File: src/hdl/jvks_pkg.sv
`timescale 1ns / 1ps
// ============================================================================
// jvks_pkg - shared types and constants for the schema version key scanner
// Request/response payloads, the classified byte passed from front to back,
// status codes, scanner phases and the quoted key text.
// ============================================================================
package jvks_pkg;

   localparam int QUEUE_DEPTH_DEF = 4;
   localparam int KEY_LAST        = 14;        // index of the closing quote
   localparam logic [23:0] VALUE_LIMIT = 24'd1000000;
   localparam logic [3:0]  MAX_DIGITS  = 4'd10;

   localparam logic [7:0] CH_QUOTE  = 8'h22;
   localparam logic [7:0] CH_COLON  = 8'h3A;
   localparam logic [7:0] CH_LBRACE = 8'h7B;
   localparam logic [7:0] CH_COMMA  = 8'h2C;
   localparam logic [7:0] CH_DOT    = 8'h2E;
   localparam logic [7:0] CH_LOW_E  = 8'h65;
   localparam logic [7:0] CH_UP_E   = 8'h45;

   typedef enum logic [1:0] {
      ST_OK       = 2'd0,
      ST_NO_KEY   = 2'd1,
      ST_SYNTAX   = 2'd2,
      ST_FRACTION = 2'd3
   } status_type;

   typedef enum logic [5:0] {
      PH_SEARCH     = 6'b000001,
      PH_PRE_COLON  = 6'b000010,
      PH_POST_COLON = 6'b000100,
      PH_DIGITS     = 6'b001000,
      PH_TEN_DIGITS = 6'b010000,
      PH_DECIDED    = 6'b100000
   } phase_type;

   typedef struct packed {
      logic [7:0] text_byte;
      logic       last_byte;
   } req_type;

   typedef struct packed {
      logic [1:0]  status;
      logic [23:0] version;
   } rsp_type;

   // byte after classification in the front end
   typedef struct packed {
      logic [7:0] text_byte;
      logic       last_byte;
      logic       is_zero;
      logic       is_space;
      logic       is_digit;
      logic       is_quote;
      logic       is_colon;
      logic       is_frac;     // '.', 'e' or 'E'
      logic       is_opener;   // '{' or ','
   } cls_type;

   // queue occupancy seen by its neighbors
   typedef struct packed {
      logic full;
      logic empty;
   } q_stat_type;

   // quoted key text, index 0 is the opening quote
   function automatic logic [7:0] key_byte(input logic [3:0] idx);
      logic [7:0] ch;
      unique case (idx)
         4'd0:    ch = 8'h22;  // "
         4'd1:    ch = 8'h73;  // s
         4'd2:    ch = 8'h63;  // c
         4'd3:    ch = 8'h68;  // h
         4'd4:    ch = 8'h65;  // e
         4'd5:    ch = 8'h6D;  // m
         4'd6:    ch = 8'h61;  // a
         4'd7:    ch = 8'h56;  // V
         4'd8:    ch = 8'h65;  // e
         4'd9:    ch = 8'h72;  // r
         4'd10:   ch = 8'h73;  // s
         4'd11:   ch = 8'h69;  // i
         4'd12:   ch = 8'h6F;  // o
         4'd13:   ch = 8'h6E;  // n
         4'd14:   ch = 8'h22;  // "
         default: ch = 8'h00;
      endcase
      return ch;
   endfunction

endpackage

File: src/hdl/jvks_front.sv
`timescale 1ns / 1ps
// ============================================================================
// jvks_front - request intake and byte classification
// Takes one request per cycle, while req_full is low, into a register with
// character class flags, and hands it on to the queue when the queue has room.
// ============================================================================
module jvks_front import jvks_pkg::*; (
   input  logic       clock,
   input  logic       reset,
   input  logic       req_push,
   output logic       req_full,
   input  req_type    req_item,
   input  q_stat_type q_stat,
   output logic       q_push,
   output cls_type    q_item
);

   logic    valid_ff, valid_in;
   cls_type item_ff, item_in;
   logic    accept;
   logic [7:0] b;

   assign req_full = valid_ff && q_stat.full;
   assign accept   = req_push && !req_full;
   assign q_push   = valid_ff && !q_stat.full;
   assign q_item   = item_ff;
   assign b        = req_item.text_byte;

   always_comb begin
      item_in.text_byte = b;
      item_in.last_byte = req_item.last_byte;
      item_in.is_zero   = (b == 8'h00);
      item_in.is_space  = (b == 8'h20) || (b == 8'h09) || (b == 8'h0A) || (b == 8'h0D);
      item_in.is_digit  = (b >= 8'h30) && (b <= 8'h39);
      item_in.is_quote  = (b == CH_QUOTE);
      item_in.is_colon  = (b == CH_COLON);
      item_in.is_frac   = (b == CH_DOT) || (b == CH_LOW_E) || (b == CH_UP_E);
      item_in.is_opener = (b == CH_LBRACE) || (b == CH_COMMA);
   end

   always_comb begin
      if (accept) begin
         valid_in = 1'b1;
      end else if (q_push) begin
         valid_in = 1'b0;
      end else begin
         valid_in = valid_ff;
      end
   end

   always_ff @(posedge clock) begin
      if (reset) begin
         valid_ff <= 1'b0;
      end else begin
         valid_ff <= valid_in;
      end
      if (accept) begin
         item_ff <= item_in;
      end
   end

endmodule

File: src/hdl/jvks_queue.sv
`timescale 1ns / 1ps
// ============================================================================
// jvks_queue - short queue of classified bytes
// Decouples the intake from the scanner so either side can stall alone.
// ============================================================================
module jvks_queue import jvks_pkg::*; #(
   parameter int DEPTH = QUEUE_DEPTH_DEF
) (
   input  logic       clock,
   input  logic       reset,
   input  logic       push,
   input  cls_type    push_item,
   input  logic       pop,
   output cls_type    head_item,
   output q_stat_type stat
);

   localparam int PW = $clog2(DEPTH);
   localparam int CW = $clog2(DEPTH + 1);
   localparam logic [PW-1:0] PTR_LAST = PW'(DEPTH - 1);
   localparam logic [CW-1:0] CNT_FULL = CW'(DEPTH);

   cls_type       mem_ff [DEPTH];
   logic [PW-1:0] wr_ptr_ff, wr_ptr_in;
   logic [PW-1:0] rd_ptr_ff, rd_ptr_in;
   logic [CW-1:0] count_ff, count_in;
   logic          do_wr, do_rd;

   assign stat.full  = (count_ff == CNT_FULL);
   assign stat.empty = (count_ff == '0);
   assign do_wr      = push && !stat.full;
   assign do_rd      = pop && !stat.empty;
   assign head_item  = mem_ff[rd_ptr_ff];

   always_comb begin
      wr_ptr_in = wr_ptr_ff;
      rd_ptr_in = rd_ptr_ff;
      count_in  = count_ff;
      if (do_wr) begin
         wr_ptr_in = (wr_ptr_ff == PTR_LAST) ? '0 : wr_ptr_ff + 1'b1;
      end
      if (do_rd) begin
         rd_ptr_in = (rd_ptr_ff == PTR_LAST) ? '0 : rd_ptr_ff + 1'b1;
      end
      if (do_wr && !do_rd) begin
         count_in = count_ff + 1'b1;
      end else if (do_rd && !do_wr) begin
         count_in = count_ff - 1'b1;
      end
   end

   always_ff @(posedge clock) begin
      if (reset) begin
         wr_ptr_ff <= '0;
         rd_ptr_ff <= '0;
         count_ff  <= '0;
      end else begin
         wr_ptr_ff <= wr_ptr_in;
         rd_ptr_ff <= rd_ptr_in;
         count_ff  <= count_in;
      end
      if (do_wr) begin
         mem_ff[wr_ptr_ff] <= push_item;
      end
   end

endmodule

File: src/hdl/jvks_back.sv
`timescale 1ns / 1ps
// ============================================================================
// jvks_back - key scanner and response register
// Runs the key match / colon / digit state machine on one classified byte per cycle
// (a last byte waits for a free response register) and holds the response until it is popped.
// ============================================================================
module jvks_back import jvks_pkg::*; (
   input  logic       clock,
   input  logic       reset,
   input  cls_type    head_item,
   input  q_stat_type q_stat,
   output logic       q_pop,
   output logic       rsp_empty,
   input  logic       rsp_pop,
   output rsp_type    rsp_item
);

   phase_type   phase_ff, phase_in, ph;
   logic [3:0]  match_ff, match_in;
   logic        sig_open_ff, sig_open_in;   // last significant byte was '{' or ','
   logic        cand_ff, cand_in;
   logic [23:0] value_ff, value_in;
   logic [3:0]  digits_ff, digits_in;
   status_type  decided_ff, decided_in, st;
   logic        rsp_valid_ff, rsp_valid_in;
   rsp_type     rsp_ff, rsp_in;
   cls_type     c;
   logic        out_room;
   logic [23:0] value_x10;
   logic [3:0]  digits_inc;

   assign c          = head_item;
   assign out_room   = !rsp_valid_ff || rsp_pop;
   assign q_pop      = !q_stat.empty && (!c.last_byte || out_room);
   assign rsp_empty  = !rsp_valid_ff;
   assign rsp_item   = rsp_ff;
   assign value_x10  = {value_ff[20:0], 3'b000} + {value_ff[22:0], 1'b0};
   assign digits_inc = digits_ff + 1'b1;

   // scanner update for one byte
   always_comb begin
      phase_in    = phase_ff;
      match_in    = match_ff;
      sig_open_in = sig_open_ff;
      cand_in     = cand_ff;
      value_in    = value_ff;
      digits_in   = digits_ff;
      decided_in  = decided_ff;
      if (phase_ff != PH_DECIDED) begin
         if (c.is_zero) begin
            // end of text inside the stream
            phase_in = PH_DECIDED;
            unique case (phase_ff) inside
               PH_SEARCH:                     decided_in = ST_NO_KEY;
               PH_PRE_COLON, PH_POST_COLON:   decided_in = ST_SYNTAX;
               PH_DIGITS, PH_TEN_DIGITS:      decided_in = ST_OK;
               default:                       decided_in = decided_ff;
            endcase
         end else begin
            unique case (phase_ff) inside
               PH_SEARCH: begin
                  if (c.is_quote && match_ff == 4'(KEY_LAST) && cand_ff) begin
                     phase_in = PH_PRE_COLON;
                     match_in = '0;
                  end else begin
                     if (c.is_quote) begin
                        cand_in  = sig_open_ff;
                        match_in = 4'd1;
                     end else if (match_ff >= 4'd1 && match_ff < 4'(KEY_LAST) &&
                                  c.text_byte == key_byte(match_ff)) begin
                        match_in = match_ff + 1'b1;
                     end else begin
                        match_in = '0;
                     end
                     if (!c.is_space) begin
                        sig_open_in = c.is_opener;
                     end
                  end
               end
               PH_PRE_COLON: begin
                  if (c.is_colon) begin
                     phase_in = PH_POST_COLON;
                  end else if (!c.is_space) begin
                     phase_in   = PH_DECIDED;
                     decided_in = ST_SYNTAX;
                  end
               end
               PH_POST_COLON, PH_DIGITS: begin
                  if (c.is_digit) begin
                     if (value_ff < VALUE_LIMIT) begin
                        value_in = value_x10 + {20'd0, c.text_byte[3:0]};
                     end
                     digits_in = digits_inc;
                     phase_in  = (digits_inc >= MAX_DIGITS) ? PH_TEN_DIGITS : PH_DIGITS;
                  end else if (phase_ff == PH_POST_COLON) begin
                     if (!c.is_space) begin
                        phase_in   = PH_DECIDED;
                        decided_in = ST_SYNTAX;
                     end
                  end else begin
                     phase_in   = PH_DECIDED;
                     decided_in = c.is_frac ? ST_FRACTION : ST_OK;
                  end
               end
               PH_TEN_DIGITS: begin
                  phase_in   = PH_DECIDED;
                  decided_in = c.is_frac ? ST_FRACTION : ST_OK;
               end
               default: begin
                  phase_in   = PH_DECIDED;
                  decided_in = ST_NO_KEY;
               end
            endcase
         end
      end
   end

   // outcome when the text ends after this byte
   always_comb begin
      ph = phase_in;
      unique case (ph) inside
         PH_SEARCH:                   st = ST_NO_KEY;
         PH_PRE_COLON, PH_POST_COLON: st = ST_SYNTAX;
         PH_DIGITS, PH_TEN_DIGITS:    st = ST_OK;
         default:                     st = decided_in;
      endcase
      rsp_in.status  = st;
      rsp_in.version = (st == ST_OK) ? value_in : '0;
   end

   always_comb begin
      rsp_valid_in = rsp_valid_ff && !rsp_pop;
      if (q_pop && c.last_byte) begin
         rsp_valid_in = 1'b1;
      end
   end

   always_ff @(posedge clock) begin
      if (reset) begin
         phase_ff     <= PH_SEARCH;
         match_ff     <= '0;
         sig_open_ff  <= 1'b0;
         cand_ff      <= 1'b0;
         value_ff     <= '0;
         digits_ff    <= '0;
         decided_ff   <= ST_OK;
         rsp_valid_ff <= 1'b0;
      end else begin
         rsp_valid_ff <= rsp_valid_in;
         if (q_pop) begin
            if (c.last_byte) begin
               phase_ff    <= PH_SEARCH;
               match_ff    <= '0;
               sig_open_ff <= 1'b0;
               cand_ff     <= 1'b0;
               value_ff    <= '0;
               digits_ff   <= '0;
               decided_ff  <= ST_OK;
            end else begin
               phase_ff    <= phase_in;
               match_ff    <= match_in;
               sig_open_ff <= sig_open_in;
               cand_ff     <= cand_in;
               value_ff    <= value_in;
               digits_ff   <= digits_in;
               decided_ff  <= decided_in;
            end
         end
      end
      if (q_pop && c.last_byte) begin
         rsp_ff <= rsp_in;
      end
   end

endmodule

File: src/hdl/json_version_key_scanner.sv
`timescale 1ns / 1ps
// ============================================================================
// json_version_key_scanner - streaming reader of a document's schema version
// Scans document bytes for the first qualifying "schemaVersion" key and
// reports its integer value, or why it was refused, at the last byte.
// ============================================================================
// Push one document byte per request (req_item.text_byte) and mark the final
// byte with req_item.last_byte. The block takes a request every cycle while
// full is low, so a document streams at one byte per clock. The key counts
// only if the nearest non-whitespace byte before its opening quote is '{' or
// ','; it must be followed by optional whitespace, ':', optional whitespace
// and a digit. Up to ten digits are read and the value stops growing once it
// reaches 1000000; a '.', 'e' or 'E' right after the digits refuses the
// document. A zero byte ends the text early: the outcome is fixed there and
// later bytes up to the last one are ignored. Exactly one response comes per
// last byte: status 0 accepted (version holds the value), 1 no key, 2 missing
// colon or digit, 3 fraction or exponent (version is 0 unless accepted). All
// scan state clears after each last byte, so documents may follow back to
// back. Throughput is one byte per cycle while no last byte waits for room,
// set by the scanner update in the back end. A last byte passes the intake
// register and then the queue before the scanner loads the response register.
// While a response waits unpopped, bytes keep flowing into the
// intake and queue; full rises only when the queue of QUEUE_DEPTH entries and
// the intake register are all occupied behind a waiting last byte.
// ============================================================================
module json_version_key_scanner import jvks_pkg::*; #(
   parameter int QUEUE_DEPTH = QUEUE_DEPTH_DEF
) (
   input  logic    clock,
   input  logic    reset,
   // request side
   input  logic    push,
   output logic    full,
   input  req_type req_item,
   // response side
   output logic    empty,
   input  logic    pop,
   output rsp_type rsp_item
);

   q_stat_type q_stat;
   logic       q_push;
   logic       q_pop;
   cls_type    q_in_item;
   cls_type    q_head_item;

   // intake and classification
   jvks_front u_front (
      .clock     (clock),
      .reset     (reset),
      .req_push  (push),
      .req_full  (full),
      .req_item  (req_item),
      .q_stat    (q_stat),
      .q_push    (q_push),
      .q_item    (q_in_item)
   );

   // decoupling queue between intake and scanner
   jvks_queue #(
      .DEPTH (QUEUE_DEPTH)
   ) u_queue (
      .clock     (clock),
      .reset     (reset),
      .push      (q_push),
      .push_item (q_in_item),
      .pop       (q_pop),
      .head_item (q_head_item),
      .stat      (q_stat)
   );

   // scanner and response register
   jvks_back u_back (
      .clock     (clock),
      .reset     (reset),
      .head_item (q_head_item),
      .q_stat    (q_stat),
      .q_pop     (q_pop),
      .rsp_empty (empty),
      .rsp_pop   (pop),
      .rsp_item  (rsp_item)
   );

endmodule
File: config.mk
export PLATFORM = sky130hd
export DESIGN_NAME = json_version_key_scanner
export DESIGN_NICKNAME = d
export VERILOG_FILES = /design/src/hdl/jvks_pkg.sv /design/src/hdl/jvks_front.sv /design/src/hdl/jvks_queue.sv /design/src/hdl/jvks_back.sv /design/src/hdl/json_version_key_scanner.sv
export SDC_FILE = /design/constraint.sdc
export NUM_CORES = 1
export LEC_CHECK = 0
export BUFFER_PORTS_ARGS = -buffer_cell sky130_fd_sc_hd__buf_2
export CAP_MARGIN = 0
export CORE_MARGIN = 1
export CORE_UTILIZATION = 45
export DETAILED_ROUTE_END_ITERATION = 12
export GPL_ROUTABILITY_DRIVEN = 0
export HOLD_SLACK_MARGIN = 0.06
export PLACE_DENSITY = 0.65
export SLEW_MARGIN = 20
export SYNTH_ARGS = -nofsm -noshare
export SYNTH_HDL_FRONTEND = slang
export SYNTH_HIERARCHICAL = 1
export SYNTH_SLANG_ARGS = --single-unit
File: constraint.sdc
create_clock -name clock -period 6.6 [get_ports clock]
set_input_delay 0.33 -clock clock [delete_from_list [all_inputs] [get_ports clock]]
set_output_delay 0.33 -clock clock [all_outputs]
set_load 0.03 [all_outputs]
# Yosys cells after proc, flatten, opt, wreduce, memory -nomap -nowiden
# Memories as Yosys holds them, arrays and structs flattened. A register that Yosys moved wholly into a read port is not among the register bits.
# Index checks and enable logic that the tools add are counted.
[word_totals]
latch_bits = 0
input_bits = 13
ram_bits = 64
mem_count = 2
out_inout_bits = 28
regBits = 93
rom_bits = 112
[mem_list]
columns = ["memory", "words", "width", "read_ports", "rd_ports_with_merged_regs", "write_ports", "line_no", "rtl"]
rows = [
  ["(name not given)", 16, 7, 1, 1, 0, "jvks_pkg.sv:70", "unique case (idx)"],
  ["u_queue.mem_ff", 4, 16, 1, 1, 1, "jvks_queue.sv:23", "cls_type mem_ff [DEPTH];"],
]
[classes]
add_sub_neg = 8
mul = 0
magnitude_cmp = 6
n_reduce_logical = 50
bitwise = 0
muxes = 69
n_shift = 0
eq_ne = 30
n_div = 0
[ops]
columns = ["operator", "count"]
rows = [
  ["$mux 24", 6],
  ["$mux 4", 14],
  ["$mux 6", 8],
  ["$eq 8x6->1 const B", 5],
  ["$mux 8", 5],
  ["$add 24x24->24", 1],
  ["$add 24x4->24", 1],
  ["$eq 8x4->1 const B", 3],
  ["$eq 8x7->1 const B", 3],
  ["$lt 24x20->1 const B", 1],
  ["$mux 2", 12],
  ["$pmux 6 s3", 1],
  ["$mux 1", 17],
  ["$logic_and 1x1->1", 15],
  ["$reduce_bool 2->1", 7],
  ["$eq 6x1->1 const B", 2],
  ["$eq 6x2->1 const B", 2],
  ["$eq 6x3->1 const B", 2],
  ["$eq 6x4->1 const B", 2],
  ["$eq 6x5->1 const B", 2],
  ["$pmux 2 s3", 2],
  ["$reduce_and 6->1", 2],
  ["$reduce_or 2->1", 5],
  ["$add 4x1->4 const B", 2],
  ["other kinds (25)", 43],
]

# Longest topological paths before layout
# Gate-level depths: netlist (run 1).
[depth]
depth_word = 18
mapped_depth = 14
ltp_nobuf = 13

# Modules after synthesis
# The synthesis (run 1) kept the hierarchy.
[by_module_without_submodules]
columns = ["module", "seq_area_each_um2", "cells_per_inst", "instances", "area_each_um2"]
rows = [
  ["jvks_back", 1781.7, 620, 1, 5382.7],
  ["jvks_queue", 2102.0, 134, 1, 2810.2],
  ["jvks_front", 500.5, 46, 1, 676.9],
]

# Worst setup path after synthesis (run 1)
# No wires, ideal clock.
[synth_timing]
path_type = "reg2reg"
from = "reg with a tool-made name"
to = "reg u_back.rsp_ff (netlist bit u_back/rsp_item[20]) (data pin)"
setup_ns = 0.153
stages_incl_launch_ff = 13
arrival_ns = 3.875
path_slack_ns = 2.572
path_buffers = 2
cell_sequence = "dfxtp_1 -> buf_2 -> buf_6 -> mux4_2 -> fa_1 -> fa_1 -> a21o_1 -> nand3_1 -> a31oi_1 -> a221o_1 -> a221o_1 -> or4_1 -> a31oi_1"
[synth_rtl]
columns = ["element", "line_no", "rtl"]
rows = [
  ["end signal: assignment", "jvks_back.sv:171", "rsp_ff <= rsp_in;"],
  ["end: declaration", "jvks_back.sv:26", "rsp_type rsp_ff, rsp_in;"],
]

==> results of run 1 <==
cells in the mapped netlist (12+ instances only):
cell type,number,share of area [%]
a22oi_1,21,1.8
edfxtp_1,106,36
mux4_2,16,4.1
xor2_1,17,1.7
nor3_1,14,0.79
xnor2_1,22,2.2
a21oi_2,20,2.0
inv_1,21,0.89
and3_1,12,0.85
dfxtp_1,60,14
nand3_1,17,0.96
nor2b_1,15,1.1
a21oi_1,49,2.8
clkbuf_1,21,0.89
o21ai_0,22,1.2
ha_1,60,8.5
nand2_1,76,3.2
nor2_1,68,2.9
worst max-delay path: stages (launching register included):
cell	delay, ns
dfxtp_1	0.80
mux4_2	0.46
fa_1	0.55
fa_1	0.48
a21o_1	0.21
nand3_1	0.10
a31oi_1	0.14
a221o_1	0.41
a221o_1	0.38
or4_1	0.39
a31oi_1	0.17
cells in the final DEF, fill, tap and decap left out, types with 4 or more instances in the layout:
cell / n
nor2_1: 67
a21oi_1: 49
a21oi_2: 20
o22ai_1: 4
ha_1: 60
mux4_2: 16
xor2_1: 17
inv_1: 21
buf_4: 7
a31oi_1: 10
inv_6: 5
and3_1: 12
buf_2: 40
nand4_1: 7
nor3b_1: 8
a22oi_1: 21
nand3_1: 17
nand3b_1: 4
mux2i_1: 4
dfxtp_1: 60
and2_1: 5
clkbuf_16: 17
nand2_1: 76
xnor2_1: 22
nor2b_1: 15
nor2_2: 4
edfxtp_1: 106
o21ai_0: 21
nand2b_1: 5
nor3_1: 14
or3_1: 5
nor4_1: 7
a21o_1: 10
final cells by class:
cell class | count | area, um2 | share of cell area [%]
inverters | 25 | 113 | 1.15
well taps | 260 | 325 | 3.31
clock buffers | 19 | 433 | 4.40
multi-input cells | 567 | 4140 | 42.1
clock inverters | 13 | 160 | 1.63
repair buffers | 48 | 280 | 2.85
flip-flops and latches | 166 | 4380 | 44.6
power by group through the flow:
stage | clock network, mW | logic [mW] | registers [mW]
finish | 1.00 | 0.806 | 1.29
global route | 1.07 | 0.881 | 1.30
CTS | 1.02 | 0.787 | 1.29
detailed placement | 0 | 0.785 | 1.31
global placement | 0 | 0.777 | 1.31
floorplan | 0 | 0.556 | 1.37
state kept, by name, summed over array words and instances (netlist names), named ones only:
register	count
u_queue/mem_ff	64
u_back/rsp_item	26
u_back/value_ff	24
u_front/q_item	16
u_back/phase_ff	6
u_back/digits_ff	4
u_back/match_ff	4
u_queue/count_ff	3
u_back/decided_ff	2
u_queue/rd_ptr_ff	2
u_queue/wr_ptr_ff	2
u_back/cand_ff	1
u_back/rsp_valid_ff	1
u_back/sig_open_ff	1
u_front/valid_ff	1
layer usage:
layer  vias up  part of all wire, %  GRT usage (%)
li1       3018                    -              -
met1      2895                   46           22.6
met2       134                   49           31.5
met3        17                  4.0           3.90
met4         0                  1.2           5.83
met5         -                    0              0
kinds of logic (layout without fill, tap and decap cells):
| group | count (synthesis) | after routing |
|---|---|---|
| muxes | 21 | 21 |
| and+or+nand+nor | 261 | 261 |
| AOI/OAI and AO/OA | 183 | 183 |
| buffers and inverters | 67 | 105 |
| xor gates and xnor gates | 39 | 39 |
| DFF | 166 | 166 |
| adders and majority gates | 63 | 63 |
worst min-delay path by stage:
| stage | end | slack [ns] | cells after the start |
|---|---|---|---|
| 3_5_place_dp | u_back/cand_ff | 0.46 | 2 |
| 3_3_place_gp | u_back/cand_ff | 0.44 | 2 |
| 5_1_grt | u_front/q_item[7] | 0.07 | 1 |
| 2_1_floorplan | u_front/valid_ff | 0.40 | 1 |
| 6_report | u_front/q_item[7] | 0.08 | 1 |
| 4_1_cts | u_front/q_item[7] | 0.07 | 1 |
==> impl_metrics.yaml, run 1 <==
run_status:
  status: "finished clean"
route:
  via_per_inst: 5.52
  post-route-drc-count: 0
  wirelength_mm: 17.4
  antenna_left: 0
  vias: 6064
  wire_per_inst_um: 15.9
  drtIter0Drc: 461
  first_pass_iters: 5
sta:
  fin_skew_ns: 0.00795
  whs_ns: 0.0828
  fmax_mhz: 236
  hold_viol_final: 0
  rsz0062_at_grt: "false"
  fin_ws_ns: 2.36
  max_slew_margin_pct: 30.7
  slew_viol_final: 0
  fin_crit_sh_pct: 64.3
  tightest_slew_ns: 1.04
  min_period_ns: 4.24
  finalSetupViolations: 0
  tns_ns: 0
clocking:
  htree_levels: 4
  clk_latency_ns: 0.42
  cts_setup_buffers: 0
  hold_buffers: 0
  cts_resized: 0
  clk_pin_slew_worst_paths_ns: 0.06
  cts_buffer_depth: 2
  clock-root-buffer: "clkbuf_16"
  cts_tree: "built"
  numCtsBuffers: 17
  clock-sinks: 166
synthesis:
  synth_compound_area_share_pct: 14.4
  synth_fa_ha_area_share_pct: 9.14
  synth_edf_count: 106
  syn_area_per_cell_um2: 11.1
  synth_area_um2: 8870
  synth_top_family_by_area: "simple AND/OR/NAND/NOR gates"
  synthXorXnorAreaFrac_pct: 3.85
  ys_seq_area_share_pct: 49.4
  synthArstFlopShare_pct: 0
  synth_fp_nets: 876
  synth_seq_cells: 166
  synth_warnings: 6
  syn_inst: 800
  synthSimpleGateAreaFrac_pct: 14.6
  yosysUniqueCellTypes: 81
  synth.mux.area_fraction_pct: 4.64
  synthFlopType: "edfxtp_1"
final_layout:
  utilization_pct: 51.7
  fin_cells: 1098
  layout-drive-gt1-share_pct: 16.0
  synthToLayoutAreaGrowth_pct: 10.9
  postLayoutCellArea_um2: 9830
  n_fill_cell: 1716
  diodes: 0
  final_nets: 901
floorplan:
  die_area_um2: 20300
  die_w_um: 142
  ios: 41
  placementRows: 50
  core-area_um2: 19000
  die_h_um: 142
  start_util_pct: 46.6
power_and_ir_drop:
  total_power_mw: 3.09
  p_switching_mw: 1.02
  comb_power_share_pct: 26.0
  internal_power_mw: 2.08
  power_density_nw_per_um2: 315
  seqPwrFrac_pct: 41.6
  ir_worst_vdd_mv: 0.186
  leakagePower_nw: 3.65
  switching_share_pct: 32.9
  clkPwrFrac_pct: 32.3
critical_path:
  reg2reg_slack_ns: 2.36
  cp.arrival_ns: 4.51
  end_kind: "flop"
  start_kind: "flop"
  path_class: "flop to flop"
  timing.rr.end: "u_back/rsp_item[20]"
  endpoint: "u_back/rsp_item[20]"
  crit_fanout: 16
  r2r_cells: 10
  crit_required_ns: 6.87
run:
  maxCapViolCount: 0
global_route:
  gr-total-overflow: 0
  grt_pass1_wl_mm: 28.8
  grt_start_max_net_pins: 54
  grt_pass1_vias: 5823
  grt_usage_pct: 18.2
  antenna_found_initial: 0
placed_design:
  port_buffers: 40
  dp_hpwl_mm: 12.1
  pre_cts_ws_ns: 2.36
  placed_cell_area_um2: 9210
  placed_cells: 1065
hold_path:
  hold_class: "primary input to flop"
  worstHoldStart: "req_item[0]"
(Power assumes the default switching activity.)
==> run 2: changes to the inputs <==
--- a/config.mk
+++ b/config.mk
@@ -12,7 +12,7 @@
 export DETAILED_ROUTE_END_ITERATION = 12
 export GPL_ROUTABILITY_DRIVEN = 0
 export HOLD_SLACK_MARGIN = 0.06
-export PLACE_DENSITY = 0.65
+export PLACE_DENSITY = 0.68
 export SLEW_MARGIN = 20
 export SYNTH_ARGS = -nofsm -noshare
 export SYNTH_HDL_FRONTEND = slang
==> constraint.sdc (replaced) <==
create_clock -name clock -period 3.4 [get_ports clock]
set_input_delay 0.17 -clock clock [delete_from_list [all_inputs] [get_ports clock]]
set_output_delay 0.17 -clock clock [all_outputs]
set_load 0.03 [all_outputs]
==> run 2 against run 1 <==
Against the previous run: the run now ends with setup timing left; die area stayed put; clock skew is 0.0023 ns higher; via count is 4.6% higher; non-clock buffer count up 52; sequential share of layout area down 2.7 points; highest routed layer unchanged; sequential cell count unchanged; worst setup slack worse by 2.6 ns; fmax rose by 18%; first-iteration DRC count is 21% lower; clock-buffer cell count shrank 2; combinational power is 120% higher.
==> impl_metrics.yaml, run 2 (synthesis gave the netlist of run 1 again) <==
run_status:
  status: "finished, violations left"
  violations: "setup timing"
hold_path:
  hold_depth: 2
  hold_class: "primary input to flop"
critical_path:
  r2r_cells: 10
  cp.arrival_ns: 3.88
  path_class: "flop to flop"
  crit_fanout: 4
  end_kind: "flop"
  crit_required_ns: 3.68
  start_kind: "flop"
global_route:
  grt_pass1_vias: 6130
  top_usage_layer: "met2"
  grt_use_met3_pct: 3.16
  grt_use_met2_pct: 32.0
  antenna_found_initial: 0
  gr-total-overflow: 0
  met1_usage_pct: 25.1
  grt_usage_pct: 19.3
  grt_start_max_net_pins: 36
  grt_pass1_wl_mm: 30.4
final_layout:
  largest_reg_flops: 64
  layout_commonest_cell: "edfxtp_1"
  regMostFlops: "u_queue/mem_ff"
  fin_cells: 1150
  n_fill_cell: 1641
  mostFrequentLayoutCells: "edfxtp_1, nand2_1, nor2_1"
  synthToLayoutAreaGrowth_pct: 18.1
  utilization_pct: 55.1
  postLayoutCellArea_um2: 10500
  final_nets: 953
  diodes: 0
  layout-drive-gt1-share_pct: 23.5
power_and_ir_drop:
  ir_worst_vdd_mv: 0.346
  power_density_nw_per_um2: 593
  leakagePower_nw: 3.99
  total_power_mw: 6.21
sta:
  slew_viol_final: 0
  hold_viol_final: 0
  fmax_mhz: 278
  max_slew_margin_pct: 43.9
  min_period_ns: 3.60
  rsz0062_at_grt: "true"
  fin_crit_sh_pct: 106
  tightest_slew_ns: 0.841
  tns_ns: -0.958
  fin_skew_ns: 0.0103
  fin_ws_ns: -0.202
  finalSetupViolations: 14
placed_design:
  placed_cell_area_um2: 9480
  port_buffers: 40
  placed_cells: 1096
  dp_hpwl_mm: 12.7
floorplan:
  die_area_um2: 20300
  start_util_pct: 46.6
  ios: 41
  die_h_um: 142
  core-area_um2: 19000
  placementRows: 50
  die_w_um: 142
run:
  maxCapViolCount: 0
route:
  wirelength_mm: 18.6
  vias: 6340
  antenna_left: 0
  drtIter0Drc: 364
  wire_per_inst_um: 16.1
  first_pass_iters: 5
  post-route-drc-count: 0
  via_per_inst: 5.51
clocking:
  cts_tree: "built"
  clk_latency_ns: 0.43
  clock-sinks: 166
  htree_levels: 4
  clock-root-buffer: "clkbuf_16"
  numCtsBuffers: 17
  clk_pin_slew_worst_paths_ns: 0.07
  cts_buffer_depth: 2
==> run 2: changes by cell type in the layout (fill, tap and decap cells not counted), moves of 4 or more <==
cell,change
buf_4,+40
a21oi_2,+4
o21ai_0,-4
xnor2_1,-5
a21oi_1,-5
dlygate4sd3_1,+10
xnor2_2,+5
o21ai_1,+4
==> run 2: worst max-delay path, cell delays in order, from the launching register on <==
cell and delay [ns]:
dfxtp_4 0.38, mux4_2 0.53, fa_1 0.52, fa_2 0.37
a21o_1 0.20, nand3_2 0.11, a31oi_4 0.09, a221o_1 0.35
a221o_1 0.32, or4_1 0.42, a31oi_1 0.17
==> run 2: final timing paths <==
kind / startpoint / end / slack, ns
worst min-delay path: reset / u_back/value_ff[0] / 0.15
worst max register to register: flop / u_back/rsp_item[20] / -0.20
worst max-delay path: flop / u_back/rsp_item[20] / -0.20
worst min register to register: u_back/cand_ff / u_back/cand_ff / 0.47
==> run 2: timing repair <==
item	CTS	global route
resized for setup	13	27
buffers inserted	7	6
endpoints found under the hold margin	10	0
hold buffers	10	0
pin swaps	9	22
endpoints found under the setup margin	21	25
==> run 2: through the flow <==
| stage | setup WS (ns) | hold slack [ns] |
|---|---|---|
| 6_report | -0.202 | 0.154 |
| 5_1_grt | -0.368 | 0.163 |
| 4_1_cts | -0.151 | 0.145 |
| 3_5_place_dp | -0.295 | 0.349 |
| 3_3_place_gp | -0.226 | 0.349 |
| 2_1_floorplan | -0.320 | 0.242 |
==> run 2: metal layers <==
metal / routed length, um / share of wire (%)
met2: 9080 / 49
met1: 8540 / 46
met4: 275 / 1.5
met3: 655 / 3.5
met5: 0 / 0
==> run 2: report_power, final <==
group          total [mW]  switching (mW)  internal (mW)  leakage [nW]
clock network        1.96           0.904           1.06         0.291
registers            2.50           0.115           2.39          1.48
logic                1.74            1.09          0.655          2.22
==> run 2: final cells by class <==
type | count | area (um2) | share of cell area, %
Timing Repair Buffer | 100 | 696 | 6.64
Multi-Input combinational cell | 567 | 4350 | 41.5
Clock inverter | 15 | 180 | 1.72
Inverter | 25 | 113 | 1.07
Clock buffer | 17 | 425 | 4.06
Tap cell | 260 | 325 | 3.11
Sequential cell | 166 | 4390 | 41.9
